$ cat config.mk
export PLATFORM = sky130hd
export DESIGN_NAME = multi_axis_bresenham_step_generator
export DESIGN_NICKNAME = d
export VERILOG_FILES = /design/src/mabsg_pkg.sv /design/src/mabsg_store.sv /design/src/multi_axis_bresenham_step_generator.sv
export SDC_FILE = /design/constraint.sdc
export NUM_CORES = 2
export LEC_CHECK = 0
export CORE_ASPECT_RATIO = 1.25
export CORE_MARGIN = 2
export CORE_UTILIZATION = 30
export CTS_CLUSTER_DIAMETER = 60
export DETAILED_ROUTE_END_ITERATION = 8
export DONT_BUFFER_PORTS = 1
export PLACE_DENSITY = 0.54
export SETUP_SLACK_MARGIN = 0.02
export SYNTH_ARGS = -nofsm -noshare
export SYNTH_HDL_FRONTEND = slang
export SYNTH_HIERARCHICAL = 1
export SYNTH_SLANG_ARGS = --single-unit
$ cat constraint.sdc
create_clock -name i_clk -period 70.6 [get_ports i_clk]
set_input_delay 10.59 -clock i_clk [delete_from_list [all_inputs] [get_ports i_clk]]
set_output_delay 10.59 -clock i_clk [all_outputs]
set_load 0.02 [all_outputs]
$ cat src/mabsg_pkg.sv
package mabsg_pkg;

    localparam int AXES    = 6;
    localparam int BLOCKS  = 4;
    localparam int BLK_W   = 2;
    localparam int AXIS_W  = 3;
    localparam int CNT_W   = 32;
    localparam int CTR_W   = CNT_W + 1;
    localparam int POS_W   = 32;
    localparam int LINE_W  = 32;
    localparam int SEG_W   = 16;
    localparam int PER_W   = 16;
    localparam int PRE_W   = 3;
    localparam int CFG_W   = 6;
    localparam int CIDX_W  = 2;

    typedef enum logic [2:0] {
        REQ_AXIS_STEPS = 3'd0,
        REQ_HEADER     = 3'd1,
        REQ_START      = 3'd2,
        REQ_TICK       = 3'd3,
        REQ_READ_POS   = 3'd4
    } t_req;

    typedef enum logic [CIDX_W-1:0] {
        CFG_STEP_INV  = 2'd0,
        CFG_DIR_INV   = 2'd1,
        CFG_HOME_MODE = 2'd2,
        CFG_HOME_LOCK = 2'd3
    } t_cfg_idx;

    typedef struct packed {
        logic              steps_we;
        logic [AXIS_W-1:0] axis;
        logic              hdr_we;
        logic [BLK_W-1:0]  addr;
    } t_store_wr;

endpackage

$ cat src/mabsg_store.sv
module mabsg_store
    import mabsg_pkg::*;
(
    input  logic                       i_clk,
    input  t_store_wr                  i_wr,
    input  logic [CNT_W-1:0]           i_wsteps,
    input  logic [CNT_W-1:0]           i_wevents,
    input  logic [AXES-1:0]            i_wdirs,
    input  logic                       i_re,
    input  logic [BLK_W-1:0]           i_raddr,
    output logic [AXES-1:0][CNT_W-1:0] o_steps,
    output logic [CNT_W-1:0]           o_events,
    output logic [AXES-1:0]            o_dirs
);

    logic [CNT_W-1:0] r_mem_ev [BLOCKS];
    logic [AXES-1:0]  r_mem_dir [BLOCKS];
    logic [CNT_W-1:0] r_rd_ev;
    logic [AXES-1:0]  r_rd_dir;
    logic             r_byp_hdr;
    logic [CNT_W-1:0] r_byp_ev;
    logic [AXES-1:0]  r_byp_dir;

    always_ff @(posedge i_clk) begin
        if (i_wr.hdr_we) begin
            r_mem_ev[i_wr.addr]  <= i_wevents;
            r_mem_dir[i_wr.addr] <= i_wdirs;
        end
        if (i_re) begin
            r_rd_ev   <= r_mem_ev[i_raddr];
            r_rd_dir  <= r_mem_dir[i_raddr];
            r_byp_hdr <= i_wr.hdr_we && (i_wr.addr == i_raddr);
            r_byp_ev  <= i_wevents;
            r_byp_dir <= i_wdirs;
        end
    end

    assign o_events = r_byp_hdr ? r_byp_ev : r_rd_ev;
    assign o_dirs   = r_byp_hdr ? r_byp_dir : r_rd_dir;

    for (genvar a = 0; a < AXES; a++) begin : g_lane
        logic [CNT_W-1:0] r_mem [BLOCKS];
        logic [CNT_W-1:0] r_rd;
        logic             r_byp;
        logic [CNT_W-1:0] r_byp_d;
        logic             lane_we;

        assign lane_we = i_wr.steps_we && (i_wr.axis == AXIS_W'(a));

        always_ff @(posedge i_clk) begin
            if (lane_we) begin
                r_mem[i_wr.addr] <= i_wsteps;
            end
            if (i_re) begin
                r_rd    <= r_mem[i_raddr];
                r_byp   <= lane_we && (i_wr.addr == i_raddr);
                r_byp_d <= i_wsteps;
            end
        end

        assign o_steps[a] = r_byp ? r_byp_d : r_rd;
    end

endmodule

$ cat src/multi_axis_bresenham_step_generator.sv
// multi-axis step generator
// input channel i_valid / o_stall carries one request per transaction: axis step
// write, block header write, segment start, tick or position read. output
// channel o_valid / i_stall returns exactly one result per request, in order.
// the synchronous block store is read at the accepting edge, and the counter
// update lands in the output register when the update stage advances. one
// request is taken every cycle while the receiver does not stall; writes to the
// block row being read are forwarded, so no request waits on another.
// when the receiver stalls, the result register holds and the request in the
// update stage waits; the input channel stalls only while that stage is full
// and cannot advance.
// configuration is written through i_cfg_we / i_cfg_idx / i_cfg_data while idle.
// synchronous reset clears counters, positions, segment state and the output
// channel, sets homing_lock to all axes; the block store is not cleared.
module multi_axis_bresenham_step_generator
    import mabsg_pkg::*;
(
    input  logic                     i_clk,
    input  logic                     i_rst_n,
    input  logic                     i_cfg_we,
    input  logic [CIDX_W-1:0]        i_cfg_idx,
    input  logic [CFG_W-1:0]         i_cfg_data,
    input  logic                     i_valid,
    output logic                     o_stall,
    input  logic [2:0]               i_req_type,
    input  logic [BLK_W-1:0]         i_block_id,
    input  logic [AXIS_W-1:0]        i_axis,
    input  logic [CNT_W-1:0]         i_axis_steps,
    input  logic [CNT_W-1:0]         i_event_count,
    input  logic [AXES-1:0]          i_direction,
    input  logic [SEG_W-1:0]         i_segment_steps,
    input  logic [LINE_W-1:0]        i_line_id,
    input  logic [PER_W-1:0]         i_period_in,
    input  logic [PRE_W-1:0]         i_prescale_in,
    output logic                     o_valid,
    input  logic                     i_stall,
    output logic [AXES-1:0]          o_step_pat,
    output logic [AXES-1:0]          o_dir_bits,
    output logic                     o_segment_done,
    output logic                     o_cycle_stop,
    output logic                     o_line_done,
    output logic [LINE_W-1:0]        o_completed_line,
    output logic [PER_W-1:0]         o_period_out,
    output logic [PRE_W-1:0]         o_prescale_out,
    output logic signed [POS_W-1:0]  o_position,
    output logic                     o_status
);

    logic [AXES-1:0] r_step_inv, r_dir_inv, r_home_lock;
    logic            r_home_mode;

    always_ff @(posedge i_clk) begin
        if (!i_rst_n) begin
            r_step_inv  <= '0;
            r_dir_inv   <= '0;
            r_home_mode <= 1'b0;
            r_home_lock <= '1;
        end else if (i_cfg_we) begin
            unique case (t_cfg_idx'(i_cfg_idx))
                CFG_STEP_INV:  r_step_inv  <= i_cfg_data[AXES-1:0];
                CFG_DIR_INV:   r_dir_inv   <= i_cfg_data[AXES-1:0];
                CFG_HOME_MODE: r_home_mode <= i_cfg_data[0];
                CFG_HOME_LOCK: r_home_lock <= i_cfg_data[AXES-1:0];
                default: ;
            endcase
        end
    end

    // update stage
    logic              r_s1_valid;
    logic [2:0]        r_s1_req;
    logic [BLK_W-1:0]  r_s1_blk;
    logic [AXIS_W-1:0] r_s1_axis;
    logic [CNT_W-1:0]  r_s1_steps;
    logic [CNT_W-1:0]  r_s1_ev;
    logic [AXES-1:0]   r_s1_dir;
    logic [SEG_W-1:0]  r_s1_seg;
    logic [LINE_W-1:0] r_s1_line;
    logic [PER_W-1:0]  r_s1_per;
    logic [PRE_W-1:0]  r_s1_pre;

    logic s1_fire, in_fire;
    assign s1_fire = r_s1_valid && (!o_valid || !i_stall);
    assign o_stall = r_s1_valid && !s1_fire;
    assign in_fire = i_valid && !o_stall;

    // segment state
    logic [CTR_W-1:0]           r_ctr [AXES];
    logic [AXES-1:0][POS_W-1:0] r_pos;
    logic              r_act, r_last_vld;
    logic [BLK_W-1:0]  r_act_blk;
    logic [SEG_W-1:0]  r_ticks;
    logic [LINE_W-1:0] r_line;
    logic [AXES-1:0]   r_pend_steps, r_pend_dirs;
    logic [PER_W-1:0]  r_per;
    logic [PRE_W-1:0]  r_pre;

    logic [CTR_W-1:0]           n_ctr [AXES];
    logic [AXES-1:0][POS_W-1:0] n_pos;
    logic              n_act, n_last_vld;
    logic [BLK_W-1:0]  n_act_blk;
    logic [SEG_W-1:0]  n_ticks;
    logic [LINE_W-1:0] n_line;
    logic [AXES-1:0]   n_pend_steps, n_pend_dirs;
    logic [PER_W-1:0]  n_per;
    logic [PRE_W-1:0]  n_pre;

    logic [AXES-1:0]   n_o_step, n_o_dir;
    logic              n_o_seg_done, n_o_cstop, n_o_ldone, n_o_status;
    logic [LINE_W-1:0] n_o_cline;
    logic [POS_W-1:0]  n_o_pos;

    t_store_wr                  st_wr;
    logic [AXES-1:0][CNT_W-1:0] st_steps;
    logic [CNT_W-1:0]           st_ev;
    logic [AXES-1:0]            st_dirs;
    logic [BLK_W-1:0]           st_raddr;

    assign st_wr.steps_we = s1_fire && (r_s1_req == REQ_AXIS_STEPS)
                            && (r_s1_axis < AXIS_W'(AXES));
    assign st_wr.axis     = r_s1_axis;
    assign st_wr.hdr_we   = s1_fire && (r_s1_req == REQ_HEADER);
    assign st_wr.addr     = r_s1_blk;
    assign st_raddr = (i_req_type == REQ_TICK) ? n_act_blk : i_block_id;

    mabsg_store u_store (
        .i_clk     (i_clk),
        .i_wr      (st_wr),
        .i_wsteps  (r_s1_steps),
        .i_wevents (r_s1_ev),
        .i_wdirs   (r_s1_dir),
        .i_re      (in_fire),
        .i_raddr   (st_raddr),
        .o_steps   (st_steps),
        .o_events  (st_ev),
        .o_dirs    (st_dirs)
    );

    logic [CTR_W-1:0] sum [AXES];
    logic [AXES-1:0]  bits;
    logic [SEG_W-1:0] tdec;

    always_comb begin
        n_ctr        = r_ctr;
        n_pos        = r_pos;
        n_act        = r_act;
        n_last_vld   = r_last_vld;
        n_act_blk    = r_act_blk;
        n_ticks      = r_ticks;
        n_line       = r_line;
        n_pend_steps = r_pend_steps;
        n_pend_dirs  = r_pend_dirs;
        n_per        = r_per;
        n_pre        = r_pre;
        n_o_step     = '0;
        n_o_dir      = '0;
        n_o_seg_done = 1'b0;
        n_o_cstop    = 1'b0;
        n_o_ldone    = 1'b0;
        n_o_status   = 1'b0;
        n_o_cline    = '0;
        n_o_pos      = '0;
        bits         = '0;
        tdec         = '0;
        for (int a = 0; a < AXES; a++) begin
            sum[a] = r_ctr[a] + {1'b0, st_steps[a]};
        end
        if (s1_fire) begin
            if (r_s1_req == REQ_START) begin
                if (r_act) begin
                    n_o_status = 1'b1;
                end else begin
                    if (r_s1_line != r_line) begin
                        n_o_ldone = 1'b1;
                        n_o_cline = r_line;
                    end
                    n_line  = r_s1_line;
                    n_per   = r_s1_per;
                    n_pre   = r_s1_pre;
                    n_ticks = r_s1_seg;
                    if (!r_last_vld || (r_act_blk != r_s1_blk)) begin
                        for (int a = 0; a < AXES; a++) begin
                            n_ctr[a] = {2'b00, st_ev[CNT_W-1:1]};
                        end
                    end
                    n_last_vld  = 1'b1;
                    n_act_blk   = r_s1_blk;
                    n_act       = 1'b1;
                    n_pend_dirs = st_dirs ^ r_dir_inv;
                end
            end else if (r_s1_req == REQ_TICK) begin
                n_o_step = r_pend_steps;
                n_o_dir  = r_pend_dirs;
                if (!r_act) begin
                    n_o_cstop = 1'b1;
                    n_o_ldone = 1'b1;
                    n_o_cline = r_line;
                end else begin
                    for (int a = 0; a < AXES; a++) begin
                        if (sum[a] > {1'b0, st_ev}) begin
                            bits[a]  = 1'b1;
                            n_ctr[a] = sum[a] - {1'b0, st_ev};
                            n_pos[a] = st_dirs[a] ? r_pos[a] - POS_W'(1)
                                                  : r_pos[a] + POS_W'(1);
                        end else begin
                            n_ctr[a] = sum[a];
                        end
                    end
                    if (r_home_mode) begin
                        bits = bits & r_home_lock;
                    end
                    tdec = (r_ticks != '0) ? r_ticks - SEG_W'(1) : r_ticks;
                    n_ticks = tdec;
                    if (tdec == '0) begin
                        n_act        = 1'b0;
                        n_o_seg_done = 1'b1;
                    end
                    n_pend_steps = bits ^ r_step_inv;
                end
            end else if (r_s1_req == REQ_READ_POS) begin
                if (r_s1_axis < AXIS_W'(AXES)) begin
                    n_o_pos = r_pos[r_s1_axis];
                end
            end
        end
    end

    always_ff @(posedge i_clk) begin
        if (!i_rst_n) begin
            r_s1_valid   <= 1'b0;
            o_valid      <= 1'b0;
            for (int a = 0; a < AXES; a++) begin
                r_ctr[a] <= '0;
            end
            r_pos        <= '0;
            r_act        <= 1'b0;
            r_last_vld   <= 1'b0;
            r_act_blk    <= '0;
            r_ticks      <= '0;
            r_line       <= '0;
            r_pend_steps <= '0;
            r_pend_dirs  <= '0;
            r_per        <= '0;
            r_pre        <= '0;
        end else begin
            if (in_fire) begin
                r_s1_valid <= 1'b1;
            end else if (s1_fire) begin
                r_s1_valid <= 1'b0;
            end
            if (s1_fire) begin
                o_valid <= 1'b1;
            end else if (!i_stall) begin
                o_valid <= 1'b0;
            end
            r_ctr        <= n_ctr;
            r_pos        <= n_pos;
            r_act        <= n_act;
            r_last_vld   <= n_last_vld;
            r_act_blk    <= n_act_blk;
            r_ticks      <= n_ticks;
            r_line       <= n_line;
            r_pend_steps <= n_pend_steps;
            r_pend_dirs  <= n_pend_dirs;
            r_per        <= n_per;
            r_pre        <= n_pre;
        end
    end

    always_ff @(posedge i_clk) begin
        if (in_fire) begin
            r_s1_req   <= i_req_type;
            r_s1_blk   <= i_block_id;
            r_s1_axis  <= i_axis;
            r_s1_steps <= i_axis_steps;
            r_s1_ev    <= i_event_count;
            r_s1_dir   <= i_direction;
            r_s1_seg   <= i_segment_steps;
            r_s1_line  <= i_line_id;
            r_s1_per   <= i_period_in;
            r_s1_pre   <= i_prescale_in;
        end
        if (s1_fire) begin
            o_step_pat       <= n_o_step;
            o_dir_bits       <= n_o_dir;
            o_segment_done   <= n_o_seg_done;
            o_cycle_stop     <= n_o_cstop;
            o_line_done      <= n_o_ldone;
            o_completed_line <= n_o_cline;
            o_period_out     <= n_per;
            o_prescale_out   <= n_pre;
            o_position       <= n_o_pos;
            o_status         <= n_o_status;
        end
    end

endmodule

==> results.txt <==
Outcome: finished, final reports clean
CP startpoint kind: input pin
Pwr dens: 24.94 nW/um^2
DP Worst Slack: 49,050 ps
First-pass GRT wire length: 462.3 mm
Die width: 526.1 um
Critical-path top delay cell: and3_1
Die area: 345,400 sq um
Post-CTS Hold Buffers: 0
Critical path data required time: 60,010 ps
Worst-Skew Late Latency: 930 ps
Vias in the first global route: 70,450
Finished Cell Area: 115,200 sq um
Detail Placement HPWL: 225.5 mm
Ys flop type: edfxtp_1
DRT Pass-1 Iters: 6
Routed len/inst: 23.80 um
Port Buffer Count: 0
# nets final: 9,357
Critical path arrival: 10,960 ps
Worst setup EP type: primary output
Setup TNS: 0 ps
DRC violation total after the first TritonRoute iteration: 5,322
Commonest cells in the netlist: 1,471 x edfxtp_1, 842 x a21oi_1, 755 x nand2_1
Fillers: 33,310
Gpl congestion: 0.9465
GRT Total Usage: 17.71%
Largest net degree at the start of global routing: 185
Post-synth cell types: 92
Setup bufs post-CTS: 0
Sequential fraction of the synthesis area: 52.89%
Final setup violation count: 0
Antenna violations before repair: 14
CTS clock-pin slew for the worst setup and hold paths: 70 ps
Maximum vdd drop: 0.02209 mV
Unrepaired setup endpoints after global routing: false
Tot Pwr: 0.002873 W
CP top delay family: simple AND/OR/NAND/NOR gates
Syn Area/Cell: 11.91 sq um
Ys async rst share: 0%
Placed inst area: 107,500 sq um
Sink Count: 1,965
Fmax: 46.41 MHz
Hold slack final: 462.2 ps
Synth area leader: edfxtp_1
Seq cells post-synth: 1,965
Worst path bufs/invs: 0
Cells after Synth: 8,582
Number of synthesized flops with an enable pin: 1,471
WS Path Type: in2out
Routed vias/inst: 5.301
CTS tree: done
Placement row count: 239
Post-synth top area share: 43.22%
Post-CTS resize count: 0
Post-Route Skew: 80.04 ps
Slew at the pin with the worst max-slew slack: 1322 ps
Worst-path cell chain: and3_1
Tcrit/Tclk final: 30.52%
Hold Fails Final Rpt: 0
Area contributors post-synth: edfxtp_1 43%, dfxtp_1 9.7%, ha_1 6.9%
Post-Synthesis Net Count: 9,325
Starting Density: 30.14%
Leakage power: 42.35 nW
Clock tree buffer depth: 4
Global route overflow: 0
Core ar.: 339,100 sq um
Via count: 70,380
# DRC: 0
Area added between synthesis and finish: 12.71%
Mapped Area: 102,200 sq um
CTS buffer count: 230
Root Buffer: clkbuf_16
CP Max Fanout: 3
Worst path max stage delay: 370 ps
Slew HR: 11.87%
Setup ws final: 49,050 ps
Final min period: 21,550 ps
IO Count: 259
Yosys warning total: 6
Max-cap violations: 0
H-tree Lvls: 4
Routed Antenna Nets: 0
Die Height: 656.6 um
Hold crit path type: reg2reg
Total wire length: 315.9 mm
Final Max Slew Viols: 0
Layout cells sized above 1: 12.74%
Most numerous cell in the Yosys netlist: edfxtp_1
==> per-layer routing <==
layer	part of all wire, %	track usage (%)
met1	41	21.65
met2	49	31.01
met3	4.7	2.304
met4	4.8	7.808
met5	0.014	0
==> cells by family after synthesis <==
kind of cell | Yosys count | synth area share [%]
AO/OA/AOI/OAI | 2302 | 14.00
AND/OR/NAND/NOR | 2041 | 9.174
flip-flops | 1965 | 52.89
multiplexers | 621 | 9.614
adder cells (fa/ha/maj) | 585 | 7.294
XOR/XNOR | 542 | 4.645
buffers and inverters | 526 | 2.383
==> state kept, by name, summed over array words and instances, names as in the netlist, 24 cells and up <==
signal	flops
u_store/g_lane.r_byp_d	32
o_completed_line	32
r_line	32
u_store/r_rd_ev	32
r_s1_ev	32
u_store/r_byp_ev	32
r_pos	192
r_ctr	198
r_s1_line	32
u_store/r_mem_ev	128
o_position	32
r_s1_steps	32
u_store/r_mem_dir	24
u_store/g_lane.r_mem	768
u_store/g_lane.r_rd	192
==> per-stage QoR <==
stage	instances	util, %
3_5_place_dp	12840	31.70
5_1_grt	13280	33.97
6_report	13280	33.97
2_1_floorplan	8582	-
3_3_place_gp	12840	31.70
4_1_cts	13270	33.97
==> placed cells by master (no fill, tap or decap), drive strengths merged, types with 37 or more instances in the layout <==
master	n
inv	220
and3	77
dfxtp	494
o21ai	457
nand2	755
mux2	265
buf	131
nand4	70
mux2i	94
ha	567
xor2	186
a21o	271
a31oi	73
nor3	112
o31ai	38
mux4	262
or3	37
xnor2	356
clkinv	96
a22oi	50
o21a	80
nor2	530
nor2b	72
nand3	136
clkbuf	275
edfxtp	1471
nand2b	84
a211oi	122
o211ai	62
o21bai	65
and2	66
a21oi	843
==> path summary, 6_finish.rpt <==
kind	startpoint	endpoint	slack, ps	depth (start not counted)
max	i_stall	o_stall	49050	1
min	r_ctr[69]	r_ctr[69]	460	1
max reg2reg	u_store/g_lane[1].r_byp	r_ctr[154]	61750	24
min reg2reg	r_ctr[69]	r_ctr[69]	460	1
==> layout make-up <==
type,instances,area [sq um],share of cell area (%)
Antenna cell,5,12.51,0.01086
Tap cell,4458,5578,4.842
Clock buffer,275,6027,5.232
Sequential cell,1965,54060,46.93
Timing Repair Buffer,131,1046,0.9080
Multi-Input combinational cell,6091,46080,40.00
Inverter,195,744.5,0.6462
Clock inverter,157,1650,1.433
==> where the power goes <==
group	internal [W]	switching, W	total, W
Sequential	0.00126	0.0000223	0.00129
Clock	0.000691	0.000510	0.00120
Combinational	0.000142	0.000242	0.000385
Note: power is estimated with default switching activity, not from simulation.
